--- src/rtl/lzse_pkg.sv ---
// Shared types and constants for the LZ sequence token encoder.
package lzse_pkg;

  localparam int unsigned BLOCK_BYTES = 8192;
  localparam int unsigned LEN_W       = 14;
  localparam int unsigned OFF_W       = 16;

  localparam logic [LEN_W-1:0] LEN_NIB_MAX   = LEN_W'(15);
  localparam logic [LEN_W-1:0] LEN_EXT_RUN   = LEN_W'(255);
  localparam logic [LEN_W-1:0] LEN_MIN_MATCH = LEN_W'(3);
  localparam logic [LEN_W-1:0] LEN_BLOCK     = LEN_W'(BLOCK_BYTES);
  // Shortest match whose token nibble saturates.
  localparam logic [LEN_W-1:0] LEN_MATCH_SAT = LEN_W'(18);

  localparam logic CMD_HEADER  = 1'b0;
  localparam logic CMD_LITERAL = 1'b1;

  typedef struct packed {
    logic             command;
    logic [LEN_W-1:0] literal_count;
    logic [LEN_W-1:0] match_length;
    logic [OFF_W-1:0] match_offset;
    logic [7:0]       literal_byte;
  } in_item_t;

  typedef struct packed {
    logic [7:0] out_byte;
    logic       last;
    logic       error;
  } out_item_t;

  // One classified item, as the back end expands it into bytes.
  typedef struct packed {
    logic             err;
    logic [7:0]       first_byte;
    logic             lit_ext;
    logic [LEN_W-1:0] lit_ext_len;
    logic             tail;
    logic [OFF_W-1:0] offset;
    logic             match_ext;
    logic [LEN_W-1:0] match_ext_len;
  } job_t;

  typedef enum logic [2:0] {
    PH_FIRST,
    PH_LIT_EXT,
    PH_OFF_LO,
    PH_OFF_HI,
    PH_MATCH_EXT
  } phase_e;

endpackage

--- src/rtl/lzse_front.sv ---
// Front end: checks item order, tracks the open sequence and builds jobs.
module lzse_front (
  input  logic             clk_i,
  input  logic             rst_ni,
  input  logic             accept_i,
  input  lzse_pkg::in_item_t item_i,
  output lzse_pkg::job_t   job_o
);
  import lzse_pkg::*;

  logic [LEN_W-1:0] lit_left_q, lit_left_d;
  logic [LEN_W-1:0] pend_ml_q, pend_ml_d;
  logic [OFF_W-1:0] pend_off_q, pend_off_d;

  logic [LEN_W-1:0] lit, ml;
  logic [3:0]       lc, mc;
  logic             hdr_bad;
  logic [LEN_W-1:0] tail_ml;
  logic [OFF_W-1:0] tail_off;

  always_comb begin
    lit = item_i.literal_count;
    ml  = item_i.match_length;
    hdr_bad = (lit_left_q != '0) || (ml == LEN_W'(1)) || (ml == LEN_W'(2)) ||
              (lit > LEN_BLOCK) || (ml > LEN_BLOCK);
    lc = (lit >= LEN_NIB_MAX) ? 4'hF : lit[3:0];
    if (ml == '0) begin
      mc = 4'h0;
    end else if (ml >= LEN_MATCH_SAT) begin
      mc = 4'hF;
    end else begin
      mc = 4'((ml - LEN_MIN_MATCH));
    end

    lit_left_d = lit_left_q;
    pend_ml_d  = pend_ml_q;
    pend_off_d = pend_off_q;
    tail_ml    = pend_ml_q;
    tail_off   = pend_off_q;

    job_o = '0;
    if (item_i.command == CMD_HEADER) begin
      if (hdr_bad) begin
        job_o.err = 1'b1;
      end else begin
        job_o.first_byte  = {lc, mc};
        job_o.lit_ext     = (lit >= LEN_NIB_MAX);
        job_o.lit_ext_len = lit - LEN_NIB_MAX;
        tail_ml           = ml;
        tail_off          = item_i.match_offset;
        job_o.tail        = (lit == '0) && (ml != '0);
        lit_left_d        = lit;
        if (lit == '0) begin
          pend_ml_d  = '0;
          pend_off_d = '0;
        end else begin
          pend_ml_d  = ml;
          pend_off_d = (ml != '0) ? item_i.match_offset : '0;
        end
      end
    end else begin
      if (lit_left_q == '0) begin
        job_o.err = 1'b1;
      end else begin
        job_o.first_byte = item_i.literal_byte;
        lit_left_d       = lit_left_q - LEN_W'(1);
        job_o.tail       = (lit_left_q == LEN_W'(1)) && (pend_ml_q != '0);
        if (lit_left_q == LEN_W'(1)) begin
          pend_ml_d  = '0;
          pend_off_d = '0;
        end
      end
    end
    job_o.offset        = tail_off;
    job_o.match_ext     = (tail_ml >= LEN_MATCH_SAT);
    job_o.match_ext_len = tail_ml - LEN_MATCH_SAT;
  end

  always_ff @(posedge clk_i or negedge rst_ni) begin
    if (!rst_ni) begin
      lit_left_q <= '0;
      pend_ml_q  <= '0;
      pend_off_q <= '0;
    end else if (accept_i) begin
      lit_left_q <= lit_left_d;
      pend_ml_q  <= pend_ml_d;
      pend_off_q <= pend_off_d;
    end
  end

endmodule

--- src/rtl/lzse_fifo.sv ---
// Two-entry job queue between the front and back ends.
module lzse_fifo (
  input  logic           clk_i,
  input  logic           rst_ni,
  input  logic           push_i,
  input  lzse_pkg::job_t push_job_i,
  input  logic           pop_i,
  output lzse_pkg::job_t head_o,
  output logic           empty_o,
  output logic           full_o
);
  import lzse_pkg::*;

  job_t       mem_q [2];
  logic       wr_ptr_q, rd_ptr_q;
  logic [1:0] count_q, count_d;

  assign empty_o = (count_q == 2'd0);
  assign full_o  = (count_q == 2'd2);
  assign head_o  = mem_q[rd_ptr_q];

  always_comb begin
    count_d = count_q;
    if (push_i && !pop_i) begin
      count_d = count_q + 2'd1;
    end else if (pop_i && !push_i) begin
      count_d = count_q - 2'd1;
    end
  end

  always_ff @(posedge clk_i) begin
    if (push_i) begin
      mem_q[wr_ptr_q] <= push_job_i;
    end
  end

  always_ff @(posedge clk_i or negedge rst_ni) begin
    if (!rst_ni) begin
      wr_ptr_q <= 1'b0;
      rd_ptr_q <= 1'b0;
      count_q  <= 2'd0;
    end else begin
      count_q <= count_d;
      if (push_i) begin
        wr_ptr_q <= ~wr_ptr_q;
      end
      if (pop_i) begin
        rd_ptr_q <= ~rd_ptr_q;
      end
    end
  end

endmodule

--- src/rtl/lzse_back.sv ---
// Back end: expands a job into registered output bytes, one per cycle unless stalled.
module lzse_back (
  input  logic              clk_i,
  input  logic              rst_ni,
  input  lzse_pkg::job_t    job_i,
  input  logic              job_valid_i,
  output logic              pop_o,
  output logic              out_valid_o,
  input  logic              out_stall_i,
  output lzse_pkg::out_item_t out_item_o
);
  import lzse_pkg::*;

  phase_e           phase_q, phase_d;
  logic [LEN_W-1:0] cnt_q, cnt_d;
  out_item_t        out_q, out_d;
  logic             out_vld_q, out_vld_d;
  logic             load, go;
  logic             run_done;
  logic [7:0]       run_byte;

  assign load = !out_vld_q || !out_stall_i;
  assign go   = load && job_valid_i;

  // One step of an extension run: 255 while it fits, then the remainder.
  assign run_done = (cnt_q < LEN_EXT_RUN);
  assign run_byte = run_done ? cnt_q[7:0] : 8'hFF;

  always_comb begin
    phase_d   = phase_q;
    cnt_d     = cnt_q;
    out_d     = out_q;
    out_vld_d = out_vld_q;
    pop_o     = 1'b0;
    if (load) begin
      out_vld_d = go;
    end
    if (go) begin
      out_d = '0;
      case (phase_q)
        PH_FIRST: begin
          out_d.out_byte = job_i.err ? 8'h00 : job_i.first_byte;
          out_d.error    = job_i.err;
          out_d.last     = job_i.err || (!job_i.lit_ext && !job_i.tail);
          if (job_i.err) begin
            pop_o = 1'b1;
          end else if (job_i.lit_ext) begin
            phase_d = PH_LIT_EXT;
            cnt_d   = job_i.lit_ext_len;
          end else if (job_i.tail) begin
            phase_d = PH_OFF_LO;
          end else begin
            pop_o = 1'b1;
          end
        end
        PH_LIT_EXT: begin
          out_d.out_byte = run_byte;
          out_d.last     = run_done && !job_i.tail;
          if (!run_done) begin
            cnt_d = cnt_q - LEN_EXT_RUN;
          end else if (job_i.tail) begin
            phase_d = PH_OFF_LO;
          end else begin
            phase_d = PH_FIRST;
            pop_o   = 1'b1;
          end
        end
        PH_OFF_LO: begin
          out_d.out_byte = job_i.offset[7:0];
          phase_d        = PH_OFF_HI;
        end
        PH_OFF_HI: begin
          out_d.out_byte = job_i.offset[15:8];
          out_d.last     = !job_i.match_ext;
          if (job_i.match_ext) begin
            phase_d = PH_MATCH_EXT;
            cnt_d   = job_i.match_ext_len;
          end else begin
            phase_d = PH_FIRST;
            pop_o   = 1'b1;
          end
        end
        PH_MATCH_EXT: begin
          out_d.out_byte = run_byte;
          out_d.last     = run_done;
          if (!run_done) begin
            cnt_d = cnt_q - LEN_EXT_RUN;
          end else begin
            phase_d = PH_FIRST;
            pop_o   = 1'b1;
          end
        end
        default: begin
          phase_d = PH_FIRST;
        end
      endcase
    end
  end

  always_ff @(posedge clk_i or negedge rst_ni) begin
    if (!rst_ni) begin
      phase_q   <= PH_FIRST;
      out_vld_q <= 1'b0;
    end else begin
      phase_q   <= phase_d;
      out_vld_q <= out_vld_d;
    end
  end

  always_ff @(posedge clk_i) begin
    cnt_q <= cnt_d;
    out_q <= out_d;
  end

  assign out_valid_o = out_vld_q;
  assign out_item_o  = out_q;

endmodule

--- src/rtl/lz_sequence_token_encoder_top.sv ---
// Top level of the LZ sequence token encoder: front end, job queue, back end.
//
//   channel   direction   handshake                payload
//   in        sink        in_valid_i / in_stall_o   in_item_i  (in_item_t)
//   out       source      out_valid_o / out_stall_i out_item_o (out_item_t)
//
// The back end expands each job into output beats: one for a literal or dropped
// item, one plus any literal run for a header, and a sequence with a match closes
// with 2 offset beats and any match run (a run of n is floor(n/255) + 1 beats).
// The front end takes one item per cycle until the two-entry job queue fills.
// Reset clears the open-sequence state, the queue and the output valid.
// A stalled output holds its beat; the queue holds two jobs, the one in progress too.
module lz_sequence_token_encoder_top (
  input  logic                clk_i,
  input  logic                rst_ni,
  input  logic                in_valid_i,
  output logic                in_stall_o,
  input  lzse_pkg::in_item_t  in_item_i,
  output logic                out_valid_o,
  input  logic                out_stall_i,
  output lzse_pkg::out_item_t out_item_o
);
  import lzse_pkg::*;

  job_t front_job, head_job;
  logic accept, pop, q_empty, q_full;

  assign in_stall_o = q_full;
  assign accept     = in_valid_i && !q_full;

  lzse_front u_front (
    .clk_i    (clk_i),
    .rst_ni   (rst_ni),
    .accept_i (accept),
    .item_i   (in_item_i),
    .job_o    (front_job)
  );

  lzse_fifo u_fifo (
    .clk_i      (clk_i),
    .rst_ni     (rst_ni),
    .push_i     (accept),
    .push_job_i (front_job),
    .pop_i      (pop),
    .head_o     (head_job),
    .empty_o    (q_empty),
    .full_o     (q_full)
  );

  lzse_back u_back (
    .clk_i       (clk_i),
    .rst_ni      (rst_ni),
    .job_i       (head_job),
    .job_valid_i (!q_empty),
    .pop_o       (pop),
    .out_valid_o (out_valid_o),
    .out_stall_i (out_stall_i),
    .out_item_o  (out_item_o)
  );

  a_err_is_last: assert property (@(posedge clk_i) disable iff (!rst_ni)
    out_valid_o && out_item_o.error |-> out_item_o.last)
    else $error("error beat without last");

  a_err_zero_byte: assert property (@(posedge clk_i) disable iff (!rst_ni)
    out_valid_o && out_item_o.error |-> (out_item_o.out_byte == 8'h00))
    else $error("error beat carries data");

  a_accept_fills_queue: assert property (@(posedge clk_i) disable iff (!rst_ni)
    accept |=> !q_empty)
    else $error("accepted item missing from job queue");

  a_pop_needs_job: assert property (@(posedge clk_i) disable iff (!rst_ni)
    pop |-> !q_empty)
    else $error("job queue popped while empty");

endmodule

--- config.mk ---
export PLATFORM = sky130hd
export DESIGN_NAME = lz_sequence_token_encoder_top
export DESIGN_NICKNAME = d
export VERILOG_FILES = /design/src/rtl/lzse_pkg.sv /design/src/rtl/lzse_front.sv /design/src/rtl/lzse_fifo.sv /design/src/rtl/lzse_back.sv /design/src/rtl/lz_sequence_token_encoder_top.sv
export SDC_FILE = /design/constraint.sdc
export NUM_CORES = 1
export LEC_CHECK = 0
export ABC_AREA = 1
export BUFFER_PORTS_ARGS = -buffer_cell sky130_fd_sc_hd__buf_2
export CORE_MARGIN = 2
export CORE_UTILIZATION = 55
export DETAILED_ROUTE_END_ITERATION = 12
export PLACE_DENSITY = 0.78
export SLEW_MARGIN = 20
export SYNTH_ARGS = -nofsm -noshare
export SYNTH_HDL_FRONTEND = slang
export SYNTH_SLANG_ARGS = --single-unit
--- constraint.sdc ---
create_clock -name clk_i -period 9.1 [get_ports clk_i]
set_clock_uncertainty 0.2 [all_clocks]
set_input_delay 0.91 -clock clk_i [delete_from_list [all_inputs] [get_ports clk_i]]
set_output_delay 0.91 -clock clk_i [all_outputs]
set_load 0.03 [all_outputs]
======== Word level (Yosys, flattened, before mapping) ========
Memory sizes are Yosys's and may differ from the RTL's.
Index checks and enable logic that the tools add are counted.
word-level totals
  bits in writable memories ............... 112
  input port bits ......................... 57
  output and inout port bits .............. 12
  memories kept ........................... 1
  word-level logic and storage cells ...... 142
  ROM bits ................................ 0
  bits in registers ....................... 76
  bits in latches ......................... 0
memory list
  name          depth  bits a word  read ports  clocked after memory_dff  write ports  RTL line         RTL
  u_fifo.mem_q  2      56           1           0                         1            lzse_fifo.sv:14  job_t mem_q [2];
operators by class
  shift-type cells ........................ 0
  magnitude comparators ................... 6
  add/subtract/negate cells ............... 7
  divide/modulo/power cells ............... 0
  $mul .................................... 0
  eq/ne operators ......................... 18
  mux-type cells .......................... 58
  reductions and logical operators ........ 38
  bitwise logic cells ..................... 2
operators by type and width
  kind                     number
  $mux W14                 14
  $mux W16                 8
  $logic_not A14 Y1        3
  $pmux W14 S3             1
  $reduce_bool A14 Y1      3
  $pmux W8 S4              1
  $eq A14 B1 Y1 const B    2
  $ge A14 B5 Y1 const B    2
  $gt A14 B14 Y1 const B   2
  $mux W24                 1
  $mux W8                  3
  $mux W3                  6
  $mux W15                 1
  $pmux W3 S5              1
  $eq A14 B2 Y1 const B    1
  $ge A14 B4 Y1 const B    1
  $lt A14 B8 Y1 const B    1
  $sub A14 B1 Y14 const B  1
  $sub A14 B4 Y14 const B  1
  $sub A14 B5 Y14 const B  1
  $sub A14 B8 Y14 const B  1
  $mux W1                  13
  $mux W4                  3
  $ne A2 B1 Y1 const B     5
  other kinds (25)         53

======== Depth between registers and ports, before layout ========
Gate-level depths: netlist of run 1.
An unclocked memory read counts as a cell.
  word-level depth ........................ 9
  mapped depth ............................ 19

======== Cells and area by module ========
From an unflattened synthesis of run 1, not the netlist that was laid out.
second synthesis, totals
  cell total of the unflattened synthesis .. 1,020
  area, all modules ....................... 9,953.3 um2
by module, submodules not included
  module                         seq. area each (um2)  cells each  area an instance (um2)  times used
  lzse_fifo                      3,463.3               199         4,367.9                 1
  lzse_front                     1,101.1               564         3,674.8                 1
  lzse_back                      820.8                 254         1,896.8                 1
  lz_sequence_token_encoder_top  0.0                   3           13.8                    1

======== Worst setup path before layout of run 1 ========
Ideal clock, no wire load.
  path type ............................... input to register
  start ................................... input port in_valid_i
  end ..................................... memory u_fifo.mem_q[1][0] (netlist bit) (enable)
  setup time .............................. 0.472 ns
  cell stages on the path ................. 2
  data required time ...................... 8.428 ns
  arrival time ............................ 3.419 ns
  path buffers ............................ 0
  setup slack ............................. 5.009 ns
  cells stage by stage .................... o21ai_0 -> nor2_1
on the way
  cells in the longest elaborated chain, start to end .. 3
ends and longest elaborated chain
  what                           RTL line                             RTL
  from (decl)                    lz_sequence_token_encoder_top.sv:16  input logic in_valid_i,
  $logic_and A1 B1 Y1            lz_sequence_token_encoder_top.sv:29  assign accept = in_valid_i && !q_full;
  $mux W1                        lzse_fifo.sv:32                      if (push_i) begin
  $mux W1 (implied by the code)  lzse_fifo.sv:33                      mem_q[wr_ptr_q] <= push_job_i;
  to (decl)                      lzse_fifo.sv:14
No other way between the ends.

======== Final worst setup path of run 1 ========
  start ................................... input port in_item_i[24] (netlist bit)
  end ..................................... register u_front.pend_off_q[15]
on the way
  cells in the longest elaborated chain, start to end .. 7
  elaborated cells between the ends (all ways) .. 14
  classes of those cells .................. 1 x order compare; 3 x eq/ne; 4 x mux; 6 x reduce/logical
ends and longest elaborated chain
  what                                                    RTL line                             RTL
  from (decl)                                             lz_sequence_token_encoder_top.sv:18  input lzse_pkg::in_item_t in_item_i,
  branches (longest 7 deep; another with $gt A14 B14 Y1)  -
  to (signal assigned)                                    lzse_front.sv:87                     pend_off_q <= pend_off_d;
  to (decl)                                               lzse_front.sv:13                     logic [OFF_W-1:0] pend_off_q, pend_off_d;
Several ways; the timed one is not identified. The select of a mux whose other input is x is not followed.
A chain may end at the register's enable or synchronous reset.

==> impl_metrics.toml, run 1 <==
[worst_setup_path]
endpoint_kind = "flop"
worstPathRequired_ps = 9190
critPathKind = "input pin to flop"
arrival_ps = 3590
start_kind = "input pin"
crit_fanout = 41

[final_layout]
drive_above_1_share_pct = 13.9
fill_cells = 1456
num_antenna_cells = 0
nNetsFinal = 1206
area.sequential_um2 = 5390
synthToLayoutAreaGrowth_pct = 11.1
multi_input_area_um2 = 3690
stdcell_area_um2 = 10700

[power]
p_leak_nw = 4.74
ir_worst_vdd_mv = 0.229
p_per_area_nw_per_um2 = 322

[die]
die_h_um = 136
row_count = 48
io_pins = 69
start_util_pct = 56.0
fp.dieW_um = 136
die-area_um2 = 18600
core_area_um2 = 17200

[drt]
routedWlPerCell_um = 16.6
first_pass_iters = 5
drt_iter0_drc = 990
via_count = 7624
via_per_inst = 5.54
route.detailed.drc = 0
wirelength_um = 22900
ant_nets = 0

[clock_tree]
cts_buffers = 17
cts-root-buf = "clkbuf_16"
cts_setup_buffers = 0
cts-resized-gates = 0
h-tree-depth = 4
clockBufferDepth = 2
clk_latency_ps = 430
clk_pin_slew_ps = 60
tritoncts = "done"
cts_sinks = 188
ctsHoldBuffers = 0

[timing]
setup_violations = 0
final-hold-violation-count = 0
drv_slew = 0
slew_headroom_pct = 34.4
fmax_mhz = 286
rsz0062_at_grt = "no"
period_share_pct = 38.5
tightest_slew_ps = 981
finalWorstSetupSlack_ps = 5600
period_needed_ps = 3500
tns_ps = 0

[grt]
antenna_found_initial = 0
grt_pass1_vias = 7061
grt_overflow = 0
grt_max_degree = 58
grt.total_usage_pct = 25.9
grt_first_pass_wirelength_um = 36400

[logic_synthesis]
synthXorXnorAreaFrac_pct = 1.36
yosysSeqAreaShare_pct = 55.8
syn_nets = 1148
synth_flop_cell = "edfxtp_1"
synth_top_area_cell = "edfxtp_1"
synth_top_area_share_pct = 42.3
avgSynthCellArea_um2 = 8.94
synth-compound-area-share_pct = 10.6
synth_most_common_cell = "nand2_1"
ys_types = 47
synthTopCellsByCount = "353 x nand2_1, 136 x edfxtp_1, 100 x inv_1, 82 x nand3_1, 79 x nor2_1"
synthArstFlopShare_pct = 27.7
netlist_instances = 1080
synthTopCellsByArea = "edfxtp_1 42%, nand2_1 14%, dfrtp_1 13%"
synth_top_family_by_area = "simple AND/OR/NAND/NOR gates"
syn-cell-area_um2 = 9650
yosysWarnings = 0
yosys.area_share.simple_pct = 24.0
synth_seq_cells = 188
synth_fa_ha_area_share_pct = 1.43
synthMuxAreaShare_pct = 0.622
synth-edff-count = 136

[place]
place_area_um2 = 10200
pre_cts_slack_ps = 5220
gp_congestion = 1.06
dp_hpwl_um = 16200
portBuffers = 68

[flow_run]
maxCapViolCount = 0

[hold_path]
min_path_type = "flop to flop"

[run_status]
outcome = "finished clean"
==> per-stage QoR <==
stage          cells  utilization (%)  total power [mW]  hold slack (ps)
4_1_cts         1376             62.2              3.45              288
6_report        1376             62.2              3.45              283
2_1_floorplan   1080                -              2.37              255
3_5_place_dp    1344             59.0              2.74              272
3_3_place_gp    1344             59.0              2.70              266
5_1_grt         1376             62.2              3.68              308
==> area by class of cell <==
cell class                      count  share of cell area, %
Multi-Input combinational cell    748                   34.4
Sequential cell                   188                   50.2
Tap cell                          225                   2.63
Clock buffer                       22                   4.14
Inverter                          107                   3.75
Timing Repair Buffer               76                   3.73
Clock inverter                     10                   1.09
==> metal layers <==
metal  wire length (µm)  track usage (%)  vias to the layer above  share of wire, %
li1                   -                -                     3721                 -
met1              10000             37.5                     3560                44
met2              10400             39.6                      301                46
met3               1860             4.85                       42               8.1
met4                542             8.33                        0               2.4
met5                  0                0                        -                 0
==> cells in the final DEF, fill, tap and decap left out, types with 7 or more instances in the layout <==
| master | count |
|---|---|
| o22ai_1 | 16 |
| inv_2 | 7 |
| a21oi_1 | 43 |
| edfxtp_1 | 136 |
| ha_1 | 11 |
| nand4_1 | 7 |
| dfrtp_1 | 51 |
| clkbuf_16 | 17 |
| buf_2 | 68 |
| xor2_1 | 13 |
| nand3_1 | 82 |
| buf_4 | 8 |
| nand2_1 | 353 |
| nand2_2 | 8 |
| o21ai_2 | 16 |
| o21ai_0 | 48 |
| inv_1 | 100 |
| nor2_2 | 10 |
| nor2_1 | 77 |
==> sequential cells by signal, indices dropped and copies added (netlist names) <==
signal              cells
u_back.phase_q          3
u_back.out_item_o      10
u_fifo.rd_ptr_q         1
u_front.pend_off_q     16
u_fifo.wr_ptr_q         1
u_back.out_valid_o      1
u_fifo.mem_q          112
u_front.lit_left_q     14
u_front.pend_ml_q      14
u_back.cnt_q           14
u_fifo.count_q          2
==> cell families after synthesis <==
group / count (synthesis)
flip-flops: 188
AO/OA/AOI/OAI: 160
multiplexers: 6
buffers and inverters: 144
XOR/XNOR: 15
AND/OR/NAND/NOR: 556
adder cells (fa/ha/maj): 11
==> power by group <==
group	switching (mW)	internal [mW]	leakage, nW	total (mW)
Combinational	0.893	0.378	2.54	1.27
Sequential	0.133	1.34	1.93	1.47
Clock	0.306	0.405	0.269	0.711
Total	1.33	2.12	4.74	3.45
==> worst max-delay path, stage by stage <==
cell and delay [ps]:
buf_2 120, inv_1 100, ha_1 220, o21ai_0 150
nor2_1 60, nand2_1 80, nand2_1 90, nor2_4 200
nand2_4 270, nand2_2 190, nand2_4 130, a21oi_4 420
inv_2 380, nand2_1 180, o21ai_2 70
==> final timing paths <==
path                                              from                     end  slack, ps  depth (start not counted)
worst max-delay path                     in_item_i[24]  u_front.pend_off_q[15]       5600                         15
worst min-delay path            u_front.pend_off_q[12]  u_front.pend_off_q[12]        280                          2
worst max register to register   u_front.lit_left_q[0]     u_fifo.mem_q[0][11]       5640                         18
worst min register to register  u_front.pend_off_q[12]  u_front.pend_off_q[12]        280                          2
max in group asynchronous                       rst_ni         u_fifo.rd_ptr_q       7770                          2
min in group asynchronous                       rst_ni   u_front.pend_ml_q[11]        390                          2
No activity file was read; power rests on OpenSTA's default activity.
==> run 2, diff against run 1 <==
--- a/config.mk
+++ b/config.mk
@@ -5,7 +5,7 @@
 export SDC_FILE = /design/constraint.sdc
 export NUM_CORES = 1
 export LEC_CHECK = 0
-export ABC_AREA = 1
+export ABC_AREA = 0
 export BUFFER_PORTS_ARGS = -buffer_cell sky130_fd_sc_hd__buf_2
 export CORE_MARGIN = 2
 export CORE_UTILIZATION = 55
==> constraint.sdc (replaced) <==
create_clock -name clk_i -period 3.5 [get_ports clk_i]
set_clock_uncertainty 0.2 [all_clocks]
set_input_delay 0.35 -clock clk_i [delete_from_list [all_inputs] [get_ports clk_i]]
set_output_delay 0.35 -clock clk_i [all_outputs]
set_load 0.03 [all_outputs]
==> run 2 against run 1 <==
Effect of this change: flip-flop and latch count unchanged; sequential power increased to 2.7 times the previous value; utilization is 4.5 points higher; die area decreased by 1.8%; count of clock-buffer cells in the layout down 5; final area increased by 3.8%; clock power grew to 2.9 times the previous value; sequential share of layout area is 1.9 points lower; synthesized cell count down 21%; worst hold slack worse by 270 ps; largest cell class unchanged; largest power group unchanged; highest routed layer unchanged.
==> impl_metrics.toml, run 2 <==
[final_layout]
stdcell_area_um2 = 11100
top_regs = "u_fifo.mem_q (112), u_front.pend_off_q (16)"
drive_above_1_share_pct = 18.2
synthToLayoutAreaGrowth_pct = 17.6
top_register = "u_fifo.mem_q"
nNetsFinal = 1038
num_antenna_cells = 0
final_util_pct = 66.7
final_cell_mix = "143 x nand2_1, 136 x edfxtp_1, 68 x buf_2"
final_common_cell = "nand2_1"
largest_register_ffs = 112

[worst_setup_path]
crit_fanout = 5
arrival_ps = 3390
worstPathRequired_ps = 3570
cp-startpoint = "u_front.lit_left_q[0]"
critPathTopFamily = "simple AND/OR/NAND/NOR gates"
path_buf_inv = 2
endpoint_kind = "flop"
crit_chain = "inv_1 -> ha_1 -> nor3b_1 -> nand4_1 -> a211o_1 -> nor2_1 -> a21oi_2 -> ha_2 -> inv_1 -> o41ai_1 -> and2_1 -> or3_1 -> a21oi_1"
slowest_delay_ps = 420
critPathKind = "flop to flop"
crit_top_cell = "inv_1"
r2r_start = "u_front.lit_left_q[0]"
start_kind = "flop"
cp_slowest_cell = "dfrtp_1"

[clock_tree]
h-tree-depth = 4
cts_setup_buffers = 0
clockBufferDepth = 2
clk_latency_ps = 450
cts-root-buf = "clkbuf_16"
cts_sinks = 188
tritoncts = "done"
cts_buffers = 17
clk_pin_slew_ps = 80

[power]
total_power_mw = 9.21
p_leak_nw = 4.36
power_frac_comb_pct = 34.1
ir_worst_vdd_mv = 0.504
seqPwrFrac_pct = 43.8
p_int_mw = 5.80
p_sw_share_pct = 37.1
p_per_area_nw_per_um2 = 828
p_sw_mw = 3.42
p_clk_share_pct = 22.1

[timing]
rsz0062_at_grt = "no"
drv_slew = 0
period_needed_ps = 3310
tightest_slew_ps = 960
fmax_mhz = 302
slew_headroom_pct = 36.0
period_share_pct = 94.7
finalWorstSetupSlack_ps = 187
setup_violations = 0
final-hold-violation-count = 0
hold_slack_ps = 8.45

[place]
portBuffers = 68
pre_cts_slack_ps = -69.0
gp_congestion = 0.931
dp_hpwl_um = 16000
place_area_um2 = 10300

[logic_synthesis]
synth_flop_cell = "edfxtp_1"
synthTopCellsByCount = "143 x nand2_1, 136 x edfxtp_1, 64 x nor2_1, 60 x o21ai_0, 52 x dfrtp_1"
syn-cell-area_um2 = 9470
avgSynthCellArea_um2 = 11.0
ys_types = 73
synthTopCellsByArea = "edfxtp_1 43%, dfrtp_1 14%, nand2_1 5.7%"
netlist_instances = 857
synthArstFlopShare_pct = 27.7
syn_nets = 925
yosysSeqAreaShare_pct = 56.9
synth_top_area_share_pct = 43.1
yosysWarnings = 0
synth_top_area_cell = "edfxtp_1"
synth_seq_cells = 188
synth-edff-count = 136
synth_most_common_cell = "nand2_1"

[drt]
ant_nets = 0
routedWlPerCell_um = 19.3
first_pass_iters = 6
drt_iter0_drc = 1006
wirelength_um = 23300
via_per_inst = 6.10
route.detailed.drc = 0
via_count = 7340

[die]
die_h_um = 135
fp.dieW_um = 135
io_pins = 69
core_area_um2 = 16700
die-area_um2 = 18300
start_util_pct = 56.7
row_count = 47

[hold_path]
min_path_type = "input pin to flop"
min_from = "in_item_i[25]"

[grt]
grt.total_usage_pct = 26.8
grt_overflow = 0
grt_first_pass_wirelength_um = 37200
grt_max_degree = 57
grt_pass1_vias = 7116
antenna_found_initial = 0

[run_status]
outcome = "finished clean"

[flow_run]
maxCapViolCount = 0
-- run 2: changes by cell type in the layout (fill, tap and decap cells not counted), sizes merged, moves of 21 or more --
cell	delta
inv	-79
mux2i	+35
nand3	-71
nor2	-28
nand2	-219
buf	+40
dlygate4sd3	+21
-- run 2: area by class of cell --
type | instances | area (µm²)
well taps | 220 | 275
clock inverters | 15 | 195
fillers | 1234 | 5570
clock buffers | 17 | 425
flip-flops and latches | 188 | 5390
inverters | 21 | 78.8
repair buffers | 137 | 911
multi-input cells | 605 | 3860
-- run 2: power by group through the flow --
stage / Sequential [mW] / Combinational (mW) / Clock [mW]
final: 4.03 / 3.15 / 2.03
after global routing: 4.12 / 3.48 / 2.13
after CTS: 4.02 / 3.13 / 2.05
after detailed placement: 4.06 / 3.08 / 0
after global placement: 4.02 / 3.00 / 0
after floorplan: 4.01 / 2.12 / 0
-- run 2: what timing repair did --
item                                   in CTS  in global routing
hold buffers                               21                  0
setup endpoints to repair                   0                  2
endpoints found under the hold margin      56                  0
resized for setup                           0                  2
-- run 2: per-layer routing --
metal | part of all wire, % | up-vias | GRT usage (%) | wire length, µm
li1 | - | 3417 | - | -
met1 | 42 | 3530 | 36.8 | 9680
met2 | 48 | 339 | 42.4 | 11100
met3 | 7.9 | 54 | 5.50 | 1830
met4 | 2.8 | 0 | 10.2 | 641
met5 | 0 | - | 0 | 0
-- run 2: stage by stage --
stage,setup TNS (ps),std cells
detailed placement,-138,1150
floorplan,0,857
global route,0,1203
finish,0,1203
CTS,0,1203
global placement,0,1149
-- run 2: worst register-to-register path, stage by stage (launching register included) --
cell,delay [ps]
dfrtp_1,420
inv_1,100
ha_1,210
nor3b_1,290
nand4_1,270
a211o_1,390
nor2_1,140
a21oi_2,70
ha_2,200
inv_1,80
o41ai_1,80
and2_1,150
or3_1,360
a21oi_1,180
-- run 2: final timing paths --
path,slack [ps],depth (start not counted),endpoint
min in group asynchronous,390,2,u_fifo.rd_ptr_q
setup / recovery,190,13,u_fifo.mem_q[1][13]
hold reg to reg,280,2,u_front.pend_off_q[13]
setup reg to reg,190,13,u_fifo.mem_q[1][13]
max in group asynchronous,1900,3,u_front.pend_ml_q[5]
hold / removal,8,2,u_front.pend_ml_q[1]
-- run 2: logic make-up after synthesis --
logic type      count (synthesis)  share of synthesized area [%]
compound gates                191                           14.2
flops                         188                           56.9
mux                            42                           4.63
fa+ha+maj                      11                           1.45
simple gates                  321                           16.3
xor+xnor                       40                           3.70
buf+inv                        64                           2.85
